## src/sync_length_checksum_deframer_core_macros.svh

```systemverilog
// Assertion macros shared by the deframer RTL.
`ifndef SYNC_LENGTH_CHECKSUM_DEFRAMER_CORE_MACROS_SVH
`define SYNC_LENGTH_CHECKSUM_DEFRAMER_CORE_MACROS_SVH

// Check that cons holds in the same cycle whenever ante holds.
`define SLCD_ASSERT_IMP(lbl, clk, rstn, ante, cons) \
  lbl: assert property (@(posedge clk) disable iff (!rstn) (ante) |-> (cons)) \
    else $error("implication check failed");

// Check that cond is never true.
`define SLCD_ASSERT_NEVER(lbl, clk, rstn, cond) \
  lbl: assert property (@(posedge clk) disable iff (!rstn) !(cond)) \
    else $error("forbidden condition seen");

`endif

```

## src/slcd_pkg.sv

```systemverilog
// Types, constants and helpers shared by the deframer modules.
`timescale 1ns / 1ps
package slcd_pkg;

  localparam logic [7:0] SYNC_FIRST  = 8'h55;
  localparam logic [7:0] SYNC_SECOND = 8'hAA;
  localparam logic [7:0] CSUM_SEED   = 8'hFF;

  localparam int unsigned PAY_AW     = 6;            // data bytes per frame, log2
  localparam int unsigned BANK_AW    = 1;            // two payload banks
  localparam int unsigned MEM_AW     = PAY_AW + BANK_AW;
  localparam int unsigned MEM_DEPTH  = 1 << MEM_AW;
  localparam int unsigned IDX_W      = 7;            // frame byte index, up to 66
  localparam logic [IDX_W-1:0] HDR_BYTES = 7'd3;     // address, length, code
  localparam logic [IDX_W-1:0] OVERHEAD  = 7'd4;     // header plus checksum

  typedef enum logic [1:0] {
    ST_OK   = 2'd0,
    ST_CSUM = 2'd1,
    ST_CODE = 2'd2
  } frame_status_e;

  typedef enum logic {
    KIND_DATA   = 1'b0,
    KIND_STATUS = 1'b1
  } item_kind_e;

  // Frame descriptor handed from front to back.
  typedef struct packed {
    logic [7:0]         addr;
    logic [7:0]         len;
    logic [7:0]         code;
    frame_status_e      status;
    logic [BANK_AW-1:0] bank;
  } desc_t;

  // Payload memory write port.
  typedef struct packed {
    logic              en;
    logic [MEM_AW-1:0] addr;
    logic [7:0]        data;
  } mem_wr_t;

  // Bank release from back to front.
  typedef struct packed {
    logic               valid;
    logic [BANK_AW-1:0] bank;
  } bank_rel_t;

  function automatic logic code_known(input logic [7:0] c);
    logic k;
    case (c)
      8'h21, 8'h24, 8'h25, 8'h26, 8'h2C, 8'h2D,
      8'h2F, 8'h30, 8'h33, 8'h34, 8'h36: k = 1'b1;
      default: k = 1'b0;
    endcase
    return k;
  endfunction

endpackage

```

## src/slcd_rx_if.sv

```systemverilog
// Received byte channel.
`timescale 1ns / 1ps
interface slcd_rx_if;
  logic       valid;
  logic       ready;
  logic [7:0] rx_byte;

  modport source (output valid, output rx_byte, input ready);
  modport sink   (input valid, input rx_byte, output ready);
endinterface

```

## src/slcd_res_if.sv

```systemverilog
// Result item channel.
`timescale 1ns / 1ps
interface slcd_res_if;
  logic       valid;
  logic       ready;
  logic       item_kind;
  logic [7:0] payload_byte;
  logic [1:0] frame_status;
  logic [7:0] frame_address;
  logic [1:0] status_bits;
  logic [7:0] control_code;
  logic [5:0] payload_count;
  logic       last_of_run;

  modport source (
    output valid, input ready,
    output item_kind, output payload_byte, output frame_status, output frame_address,
    output status_bits, output control_code, output payload_count, output last_of_run
  );
  modport sink (
    input valid, output ready,
    input item_kind, input payload_byte, input frame_status, input frame_address,
    input status_bits, input control_code, input payload_count, input last_of_run
  );
endinterface

```

## src/slcd_front.sv

```systemverilog
// Front end: sync hunt, header capture, checksum and payload writes.
`timescale 1ns / 1ps
module slcd_front (
  input  logic                clk_i,
  input  logic                rst_ni,
  slcd_rx_if.sink             rx_i,
  output slcd_pkg::mem_wr_t   wr_o,
  output logic                push_o,
  output slcd_pkg::desc_t     desc_o,
  input  slcd_pkg::bank_rel_t rel_i
);
  import slcd_pkg::*;

  logic [7:0]         prev_q, prev_d;
  logic               in_frame_q, in_frame_d;
  logic [IDX_W-1:0]   idx_q, idx_d;
  logic [IDX_W-1:0]   fbc_q, fbc_d;
  logic [7:0]         sum_q, sum_d;
  logic [7:0]         addr_q, addr_d;
  logic [7:0]         len_q, len_d;
  logic [7:0]         code_q, code_d;
  logic [BANK_AW-1:0] bank_q, bank_d;
  logic [1:0]         full_q, full_d;

  logic               accept;
  logic [IDX_W-1:0]   idx_nxt;
  logic               frame_end;
  frame_status_e      status;

  // Hold off frame bytes while the current bank is still being drained.
  assign rx_i.ready = !in_frame_q || !full_q[bank_q];
  assign accept     = rx_i.valid && rx_i.ready;
  assign idx_nxt    = idx_q + 7'd1;
  assign frame_end  = accept && in_frame_q && (idx_nxt == fbc_q);

  // Classify the frame on its checksum byte.
  always_comb begin
    if (rx_i.rx_byte != sum_q) begin
      status = ST_CSUM;
    end else if (!code_known(code_q)) begin
      status = ST_CODE;
    end else begin
      status = ST_OK;
    end
  end

  assign push_o        = frame_end;
  assign desc_o.addr   = addr_q;
  assign desc_o.len    = len_q;
  assign desc_o.code   = code_q;
  assign desc_o.status = status;
  assign desc_o.bank   = bank_q;

  // Data bytes go to the current bank; the checksum byte lands past the data.
  assign wr_o.en   = accept && in_frame_q && (idx_q >= HDR_BYTES);
  assign wr_o.addr = {bank_q, PAY_AW'(idx_q - HDR_BYTES)};
  assign wr_o.data = rx_i.rx_byte;

  // Advance the frame parser.
  always_comb begin
    prev_d     = prev_q;
    in_frame_d = in_frame_q;
    idx_d      = idx_q;
    fbc_d      = fbc_q;
    sum_d      = sum_q;
    addr_d     = addr_q;
    len_d      = len_q;
    code_d     = code_q;
    bank_d     = bank_q;
    full_d     = full_q;
    if (rel_i.valid) begin
      full_d[rel_i.bank] = 1'b0;
    end
    if (accept) begin
      if (!in_frame_q) begin
        if (rx_i.rx_byte == SYNC_SECOND && prev_q == SYNC_FIRST) begin
          in_frame_d = 1'b1;
          idx_d      = '0;
          fbc_d      = '0;
          sum_d      = CSUM_SEED;
        end else begin
          prev_d = rx_i.rx_byte;
        end
      end else begin
        prev_d = '0;
        if (idx_q == 7'd0) begin
          addr_d = rx_i.rx_byte;
        end else if (idx_q == 7'd1) begin
          len_d = rx_i.rx_byte;
          fbc_d = IDX_W'(rx_i.rx_byte[PAY_AW-1:0]) + OVERHEAD;
        end else if (idx_q == 7'd2) begin
          code_d = rx_i.rx_byte;
        end
        idx_d = idx_nxt;
        if (frame_end) begin
          in_frame_d     = 1'b0;
          idx_d          = '0;
          fbc_d          = '0;
          full_d[bank_q] = 1'b1;
          bank_d         = ~bank_q;
        end else begin
          sum_d = sum_q + rx_i.rx_byte;
        end
      end
    end
  end

  always_ff @(posedge clk_i or negedge rst_ni) begin
    if (!rst_ni) begin
      prev_q     <= '0;
      in_frame_q <= 1'b0;
      idx_q      <= '0;
      fbc_q      <= '0;
      sum_q      <= '0;
      addr_q     <= '0;
      len_q      <= '0;
      code_q     <= '0;
      bank_q     <= '0;
      full_q     <= '0;
    end else begin
      prev_q     <= prev_d;
      in_frame_q <= in_frame_d;
      idx_q      <= idx_d;
      fbc_q      <= fbc_d;
      sum_q      <= sum_d;
      addr_q     <= addr_d;
      len_q      <= len_d;
      code_q     <= code_d;
      bank_q     <= bank_d;
      full_q     <= full_d;
    end
  end

endmodule

```

## src/slcd_fifo.sv

```systemverilog
// Two-entry queue of frame descriptors between front and back.
`timescale 1ns / 1ps
`include "sync_length_checksum_deframer_core_macros.svh"
module slcd_fifo (
  input  logic            clk_i,
  input  logic            rst_ni,
  input  logic            push_i,
  input  slcd_pkg::desc_t desc_i,
  input  logic            pop_i,
  output logic            valid_o,
  output slcd_pkg::desc_t desc_o
);
  import slcd_pkg::*;

  desc_t      slot_q [2];
  logic       wr_ptr_q, wr_ptr_d;
  logic       rd_ptr_q, rd_ptr_d;
  logic [1:0] count_q, count_d;

  assign valid_o = (count_q != 2'd0);
  assign desc_o  = slot_q[rd_ptr_q];

  // Advance pointers and occupancy.
  always_comb begin
    wr_ptr_d = wr_ptr_q;
    rd_ptr_d = rd_ptr_q;
    count_d  = count_q;
    if (push_i) begin
      wr_ptr_d = ~wr_ptr_q;
    end
    if (pop_i) begin
      rd_ptr_d = ~rd_ptr_q;
    end
    case ({push_i, pop_i})
      2'b10:   count_d = count_q + 2'd1;
      2'b01:   count_d = count_q - 2'd1;
      default: count_d = count_q;
    endcase
  end

  always_ff @(posedge clk_i or negedge rst_ni) begin
    if (!rst_ni) begin
      wr_ptr_q <= 1'b0;
      rd_ptr_q <= 1'b0;
      count_q  <= '0;
    end else begin
      wr_ptr_q <= wr_ptr_d;
      rd_ptr_q <= rd_ptr_d;
      count_q  <= count_d;
    end
  end

  // Store descriptors.
  always_ff @(posedge clk_i) begin
    if (push_i) begin
      slot_q[wr_ptr_q] <= desc_i;
    end
  end

  `SLCD_ASSERT_NEVER(a_no_overflow, clk_i, rst_ni, push_i && !pop_i && count_q == 2'd2)
  `SLCD_ASSERT_NEVER(a_no_underflow, clk_i, rst_ni, pop_i && count_q == 2'd0)
  `SLCD_ASSERT_IMP(a_count_bound, clk_i, rst_ni, 1'b1, count_q != 2'd3)

endmodule

```

## src/slcd_back.sv

```systemverilog
// Back end: payload memory and result sequencing for one frame at a time.
`timescale 1ns / 1ps
`include "sync_length_checksum_deframer_core_macros.svh"
module slcd_back (
  input  logic                 clk_i,
  input  logic                 rst_ni,
  input  slcd_pkg::mem_wr_t    wr_i,
  input  logic                 q_valid_i,
  input  slcd_pkg::desc_t      q_desc_i,
  output logic                 pop_o,
  output slcd_pkg::bank_rel_t  rel_o,
  slcd_res_if.source           res_o
);
  import slcd_pkg::*;

  typedef enum logic [3:0] {
    B_IDLE = 4'b0001,
    B_READ = 4'b0010,
    B_DATA = 4'b0100,
    B_STAT = 4'b1000
  } back_state_e;

  back_state_e       state_q, state_d;
  desc_t             desc_q, desc_d;
  logic [PAY_AW-1:0] cnt_q, cnt_d;
  logic [7:0]        rdata_q;
  logic [7:0]        mem [MEM_DEPTH];
  logic [MEM_AW-1:0] raddr;
  logic              out_acc;
  logic [PAY_AW-1:0] count;

  assign count   = desc_q.len[PAY_AW-1:0];
  assign raddr   = {desc_q.bank, cnt_q};
  assign out_acc = res_o.valid && res_o.ready;
  assign pop_o   = (state_q == B_IDLE) && q_valid_i;

  // Free the bank once the status item leaves.
  assign rel_o.valid = (state_q == B_STAT) && out_acc;
  assign rel_o.bank  = desc_q.bank;

  // Payload memory: front writes, back reads one entry per data item.
  always_ff @(posedge clk_i) begin
    if (wr_i.en) begin
      mem[wr_i.addr] <= wr_i.data;
    end
    if (state_q == B_READ) begin
      rdata_q <= mem[raddr];
    end
  end

  // Sequence data items, then the status item.
  always_comb begin
    state_d = state_q;
    desc_d  = desc_q;
    cnt_d   = cnt_q;
    case (state_q)
      B_IDLE: begin
        if (q_valid_i) begin
          desc_d = q_desc_i;
          cnt_d  = '0;
          if (q_desc_i.status == ST_OK && q_desc_i.len[PAY_AW-1:0] != '0) begin
            state_d = B_READ;
          end else begin
            state_d = B_STAT;
          end
        end
      end
      B_READ: state_d = B_DATA;
      B_DATA: begin
        if (out_acc) begin
          cnt_d = cnt_q + 1'b1;
          if (cnt_q == count - 1'b1) begin
            state_d = B_STAT;
          end else begin
            state_d = B_READ;
          end
        end
      end
      B_STAT: begin
        if (out_acc) begin
          state_d = B_IDLE;
        end
      end
      default: state_d = B_IDLE;
    endcase
  end

  always_ff @(posedge clk_i or negedge rst_ni) begin
    if (!rst_ni) begin
      state_q <= B_IDLE;
      cnt_q   <= '0;
    end else begin
      state_q <= state_d;
      cnt_q   <= cnt_d;
    end
  end

  always_ff @(posedge clk_i) begin
    desc_q <= desc_d;
  end

  // Drive the result channel from registered state.
  assign res_o.valid         = (state_q == B_DATA) || (state_q == B_STAT);
  assign res_o.item_kind     = (state_q == B_STAT) ? KIND_STATUS : KIND_DATA;
  assign res_o.payload_byte  = (state_q == B_DATA) ? rdata_q : 8'd0;
  assign res_o.frame_status  = (state_q == B_STAT) ? desc_q.status : ST_OK;
  assign res_o.frame_address = desc_q.addr;
  assign res_o.status_bits   = desc_q.len[7:6];
  assign res_o.control_code  = desc_q.code;
  assign res_o.payload_count = count;
  assign res_o.last_of_run   = (state_q == B_STAT);

  `SLCD_ASSERT_IMP(a_data_only_ok, clk_i, rst_ni, state_q == B_DATA, desc_q.status == ST_OK)
  `SLCD_ASSERT_IMP(a_cnt_in_range, clk_i, rst_ni, state_q == B_DATA, cnt_q < count)
  `SLCD_ASSERT_IMP(a_pop_has_data, clk_i, rst_ni, pop_o, q_valid_i)

endmodule

```

## src/sync_length_checksum_deframer_core.sv

```systemverilog
// Top level of the sync/length/checksum frame receiver.
// Input: one byte per cycle; frame bytes stall only while both payload banks await drain.
// Results: the first result follows the checksum byte through the queue, the memory read and the
// output; frames with no data items skip the read. Each data item is read, then presented; the
// status item is presented directly, and the back end passes idle to pop the next descriptor.
// Reset: asynchronous, clears parser, queue and sequencer; payload memory is not cleared.
`timescale 1ns / 1ps
module sync_length_checksum_deframer_core (
  input  logic        clk_i,
  input  logic        rst_ni,
  slcd_rx_if.sink     rx_i,
  slcd_res_if.source  res_o
);
  import slcd_pkg::*;

  mem_wr_t   wr;
  logic      push;
  desc_t     push_desc;
  logic      pop;
  logic      q_valid;
  desc_t     q_desc;
  bank_rel_t rel;

  slcd_front u_front (
    .clk_i  (clk_i),
    .rst_ni (rst_ni),
    .rx_i   (rx_i),
    .wr_o   (wr),
    .push_o (push),
    .desc_o (push_desc),
    .rel_i  (rel)
  );

  slcd_fifo u_fifo (
    .clk_i   (clk_i),
    .rst_ni  (rst_ni),
    .push_i  (push),
    .desc_i  (push_desc),
    .pop_i   (pop),
    .valid_o (q_valid),
    .desc_o  (q_desc)
  );

  slcd_back u_back (
    .clk_i     (clk_i),
    .rst_ni    (rst_ni),
    .wr_i      (wr),
    .q_valid_i (q_valid),
    .q_desc_i  (q_desc),
    .pop_o     (pop),
    .rel_o     (rel),
    .res_o     (res_o)
  );

endmodule
```

## src/flat_wrapper.sv

```systemverilog
// flat-port wrapper written by rule: the top's interface ports become plain ports
module sync_length_checksum_deframer_core_flat import slcd_pkg::*;
  (clk_i, rst_ni, rx_i_valid, rx_i_rx_byte, rx_i_ready, res_o_valid, res_o_ready, res_o_item_kind, res_o_payload_byte, res_o_frame_status, res_o_frame_address, res_o_status_bits, res_o_control_code, res_o_payload_count, res_o_last_of_run);
  slcd_rx_if rx_i_i ();
  slcd_res_if res_o_i ();
  input  logic clk_i;
  input  logic rst_ni;
  input wire logic [$bits(rx_i_i.valid)-1:0] rx_i_valid;
  input wire logic [$bits(rx_i_i.rx_byte)-1:0] rx_i_rx_byte;
  output wire logic [$bits(rx_i_i.ready)-1:0] rx_i_ready;
  output wire logic [$bits(res_o_i.valid)-1:0] res_o_valid;
  input wire logic [$bits(res_o_i.ready)-1:0] res_o_ready;
  output wire logic [$bits(res_o_i.item_kind)-1:0] res_o_item_kind;
  output wire logic [$bits(res_o_i.payload_byte)-1:0] res_o_payload_byte;
  output wire logic [$bits(res_o_i.frame_status)-1:0] res_o_frame_status;
  output wire logic [$bits(res_o_i.frame_address)-1:0] res_o_frame_address;
  output wire logic [$bits(res_o_i.status_bits)-1:0] res_o_status_bits;
  output wire logic [$bits(res_o_i.control_code)-1:0] res_o_control_code;
  output wire logic [$bits(res_o_i.payload_count)-1:0] res_o_payload_count;
  output wire logic [$bits(res_o_i.last_of_run)-1:0] res_o_last_of_run;
  assign rx_i_i.valid = rx_i_valid;
  assign rx_i_i.rx_byte = rx_i_rx_byte;
  assign rx_i_ready = rx_i_i.ready;
  assign res_o_valid = res_o_i.valid;
  assign res_o_i.ready = res_o_ready;
  assign res_o_item_kind = res_o_i.item_kind;
  assign res_o_payload_byte = res_o_i.payload_byte;
  assign res_o_frame_status = res_o_i.frame_status;
  assign res_o_frame_address = res_o_i.frame_address;
  assign res_o_status_bits = res_o_i.status_bits;
  assign res_o_control_code = res_o_i.control_code;
  assign res_o_payload_count = res_o_i.payload_count;
  assign res_o_last_of_run = res_o_i.last_of_run;
  sync_length_checksum_deframer_core u_core (.clk_i(clk_i), .rst_ni(rst_ni), .rx_i(rx_i_i), .res_o(res_o_i));
endmodule
```

## config.mk

```make
export PLATFORM = sky130hd
export DESIGN_NAME = sync_length_checksum_deframer_core_flat
export DESIGN_NICKNAME = d
export VERILOG_FILES = /design/src/slcd_pkg.sv /design/src/slcd_rx_if.sv /design/src/slcd_res_if.sv /design/src/slcd_front.sv /design/src/slcd_fifo.sv /design/src/slcd_back.sv /design/src/sync_length_checksum_deframer_core.sv /design/src/flat_wrapper.sv
export VERILOG_INCLUDE_DIRS = /design/src /design/src/src
export SDC_FILE = /design/constraint.sdc
export NUM_CORES = 1
export LEC_CHECK = 0
export BUFFER_PORTS_ARGS = -buffer_cell sky130_fd_sc_hd__buf_2
export CORE_ASPECT_RATIO = 0.7
export CORE_UTILIZATION = 32
export DETAILED_ROUTE_END_ITERATION = 12
export PLACE_DENSITY = 0.46
export SYNTH_ARGS = -nofsm -noshare
export SYNTH_HDL_FRONTEND = slang
export SYNTH_SLANG_ARGS = --single-unit
```

## constraint.sdc

```tcl
create_clock -name clk_i -period 5.4 [get_ports clk_i]
set_input_delay 0.27 -clock clk_i [delete_from_list [all_inputs] [get_ports clk_i]]
set_output_delay 0.27 -clock clk_i [all_outputs]
set_load 0.03 [all_outputs]
```

==> flow_summary.toml <==
[status]
status = "finished, final reports clean"

[yosys]
synthSimpleGateAreaFrac_pct = 3.91
synth_top_area_cell = "edfxtp_1"
ys_seq_area_share_pct = 74.9
muxShareOfSynthArea_pct = 14.2
synth_adder_area_share_pct = 0.468
syn_avg_cell_area_um2 = 18.8
synth_compound_area_share_pct = 4.05
yosys_warnings = 0
synth.cell_area_mm2 = 0.0471
synthXorXnorAreaFrac_pct = 0.707
netlist_instances = 2502
synthFlopType = "edfxtp_1"
yosys-top-cells-area = "edfxtp_1 (71%), mux4_2 (9.9%), dfrtp_1 (3.8%), mux2i_1 (3.0%), nor2_1 (1.5%)"
synth_top_area_share_pct = 71.0
synth_nets = 2531
ys_seq_elements = 1185
synth_top_family_by_area = "multiplexers"
synthArstFlopShare_pct = 6.08
synth_edf_count = 1113
synth_cell_type_count = 68

[cts]
cts.path.max_buffers = 3
postCtsResizedCells = 0
clock-root-buffer = "clkbuf_16"
cts-buffers-inserted = 115
insertion_delay_ns = 0.75
cts_max_level = 3
cts.clk_slew.worst_paths_ns = 0.06
cts_setup_buffers = 0
numClockSinks = 1185
cts-hold-fix-buffers = 8
cts_tree = "yes"

[setup_path]
startpoint = "u_core.u_front.idx_q[0]"
cpPeakStageDelay_ns = 0.91
r2r-start = "u_core.u_front.idx_q[0]"
criticalPathCategory = "flop to flop"
path_max_fanout = 17
required_ns = 5.75
cp-start-kind = "flop"
timing.critical_path.to_type = "flop"
path_cells = "ha_1 -> nor3b_1 -> a21oi_1 -> nor2_1 -> a21oi_1 -> o22ai_2 -> nand2_1 -> nor2_1"
crit_arrival_ns = 4.44
cpMaxStageDelayCell = "o22ai_2"

[finish]
final_common_cell = "edfxtp_1"
areaGrowthSynthToFinish_pct = 13.4
drive_gt1_share_pct = 21.0
fin_cells = 4651
final_nets = 2611
layout_common_cells = "edfxtp_1 (1,113), mux4_2 (207), nor2_1 (179)"
fin_area_mm2 = 0.0533

[timing]
timing.hold.ws_ns = 0.141
hold_viol_final = 0
fin_skew_ns = 0.0359
setup_tns_ns = 0
max_slew_margin_pct = 8.71
fin_crit_ns = 4.09
rsz0062_at_grt = "no"
setup-violations-final = 0
drv_slew = 0
worst_slew_pin_slew_ns = 1.33
fmax_mhz = 244
fin_crit_sh_pct = 75.8

[route]
wirelength_um = 130000
dr.pass1.iters = 5
vias = 24200
drc = 0
antenna_left = 0
drt-initial-drc-count = 2696
via_per_inst = 5.20
post_drt_wl_per_cell_um = 27.9

[die]
die-area_mm2 = 0.149
die_w_um = 460
pin_count = 50
die_y_um = 323
row_count = 117
core_region_area_mm2 = 0.146
start_util_pct = 32.3

[power]
finalPower_mw = 18.2
p_per_area_mw_per_mm2 = 341
p_leak_nw = 16.4
vdd_drop_max_v = 0.000263

[global_route]
grt_max_degree = 128
antenna_found_initial = 6
grt-ovfl-total = 0
grt_pass1_vias = 24400
grt_pass1_wl_um = 186000
track_usage_pct = 17.6

[placed_design]
hpwl_um = 79400
place_congestion = 0.775
dpl.cell_count = 4420
placed_cell_area_mm2 = 0.0496
portBuffers = 49

[hold_path]
holdCritStartpoint = "rx_i_rx_byte[0]"
min_path_type = "primary input to flop"

[run]
max_cap_viol_count = 0
-- synth_stat cells, types with 13 or more instances --
master / instances
edfxtp_1: 1113
mux4_2: 207
nor2_1: 182
mux2i_1: 141
nand2_1: 112
dfrtp_1: 71
a21oi_1: 66
clkbuf_1: 65
o21ai_0: 57
buf_4: 54
mux2_2: 52
o221ai_1: 37
nand3_1: 24
buf_2: 23
o22ai_1: 22
xnor2_1: 22
and2_1: 17
ha_1: 16
xor2_1: 16
inv_1: 14
a22oi_1: 13
a31oi_1: 13
nand2b_1: 13
-- final cells by class --
cell class | instances | area, µm²
multi-input cells | 1149 | 11000
inverters | 16 | 60.1
well taps | 1963 | 2460
repair buffers | 115 | 896
clock buffers | 143 | 3010
clock inverters | 74 | 658
flip-flops and latches | 1185 | 35200
diodes | 6 | 15.0
fillers | 13400 | 92300
-- report_power, final --
group | total, mW | switching (mW) | internal [mW] | leakage (nW)
Combinational | 0.229 | 0.200 | 0.0292 | 3.69
Sequential | 10.0 | 0.00375 | 10.0 | 10.9
Clock | 7.93 | 3.57 | 4.36 | 1.79
Total | 18.2 | 3.77 | 14.4 | 16.4
-- path summary, 6_finish.rpt --
check	end	slack [ns]	cells past startpoint
setup / recovery	u_core.u_back.mem[37][1]	1.31	8
hold / removal	u_core.u_back.mem[18][0]	0.14	1
setup reg to reg	u_core.u_back.mem[37][1]	1.31	8
hold reg to reg	u_core.u_fifo.slot_q[0][19]	0.47	0
max in group asynchronous	u_core.u_back.cnt_q[2]	4.35	2
min in group asynchronous	u_core.u_front.addr_q[7]	0.26	2
-- layer usage --
layer | part of all wire [%] | vias up | track usage (%)
li1 | - | 10300 | -
met1 | 48 | 12900 | 26.9
met2 | 42 | 801 | 24.8
met3 | 7.7 | 147 | 4.40
met4 | 1.9 | 0 | 4.31
met5 | 0 | - | 0
-- critical path, delay by kind of cell, from the launching register on --
family          cells  cell delay [ns]
fa+ha+maj           1             0.49
compound gates      3             1.04
flops               1             0.51
simple gates        4             1.65
-- cells by family after synthesis --
kind of cell | count (synthesis)
compound gates | 284
mux | 400
xor+xnor | 38
buf+inv | 168
fa+ha+maj | 17
simple gates | 410
flops | 1185
-- flip-flops by register name (all words and copies together), names as in the netlist, 2 cells and up --
register                           flops
u_core.u_back.cnt_q                    6
u_core.u_back.desc_q                   2
u_core.u_back.mem                   1024
u_core.u_back.rdata_q                  8
u_core.u_back.res_o.control_code       8
u_core.u_back.res_o.frame_address      8
u_core.u_back.res_o.payload_count      6
u_core.u_back.res_o.status_bits        2
u_core.u_back.state_q                  4
u_core.u_fifo.count_q                  2
u_core.u_fifo.slot_q                  54
u_core.u_front.addr_q                  8
u_core.u_front.code_q                  8
u_core.u_front.fbc_q                   7
u_core.u_front.full_q                  2
u_core.u_front.idx_q                   7
u_core.u_front.len_q                   8
u_core.u_front.prev_q                  8
u_core.u_front.sum_q                   8
-- metrics by stage --
step | setup WS, ns | util [%]
CTS | 1.35 | 36.6
detailed placement | 1.38 | 34.0
global placement | 1.29 | 34.0
finish | 1.31 | 36.6
floorplan | 1.52 | -
global route | 1.04 | 36.6
(Power assumes the default switching activity.)
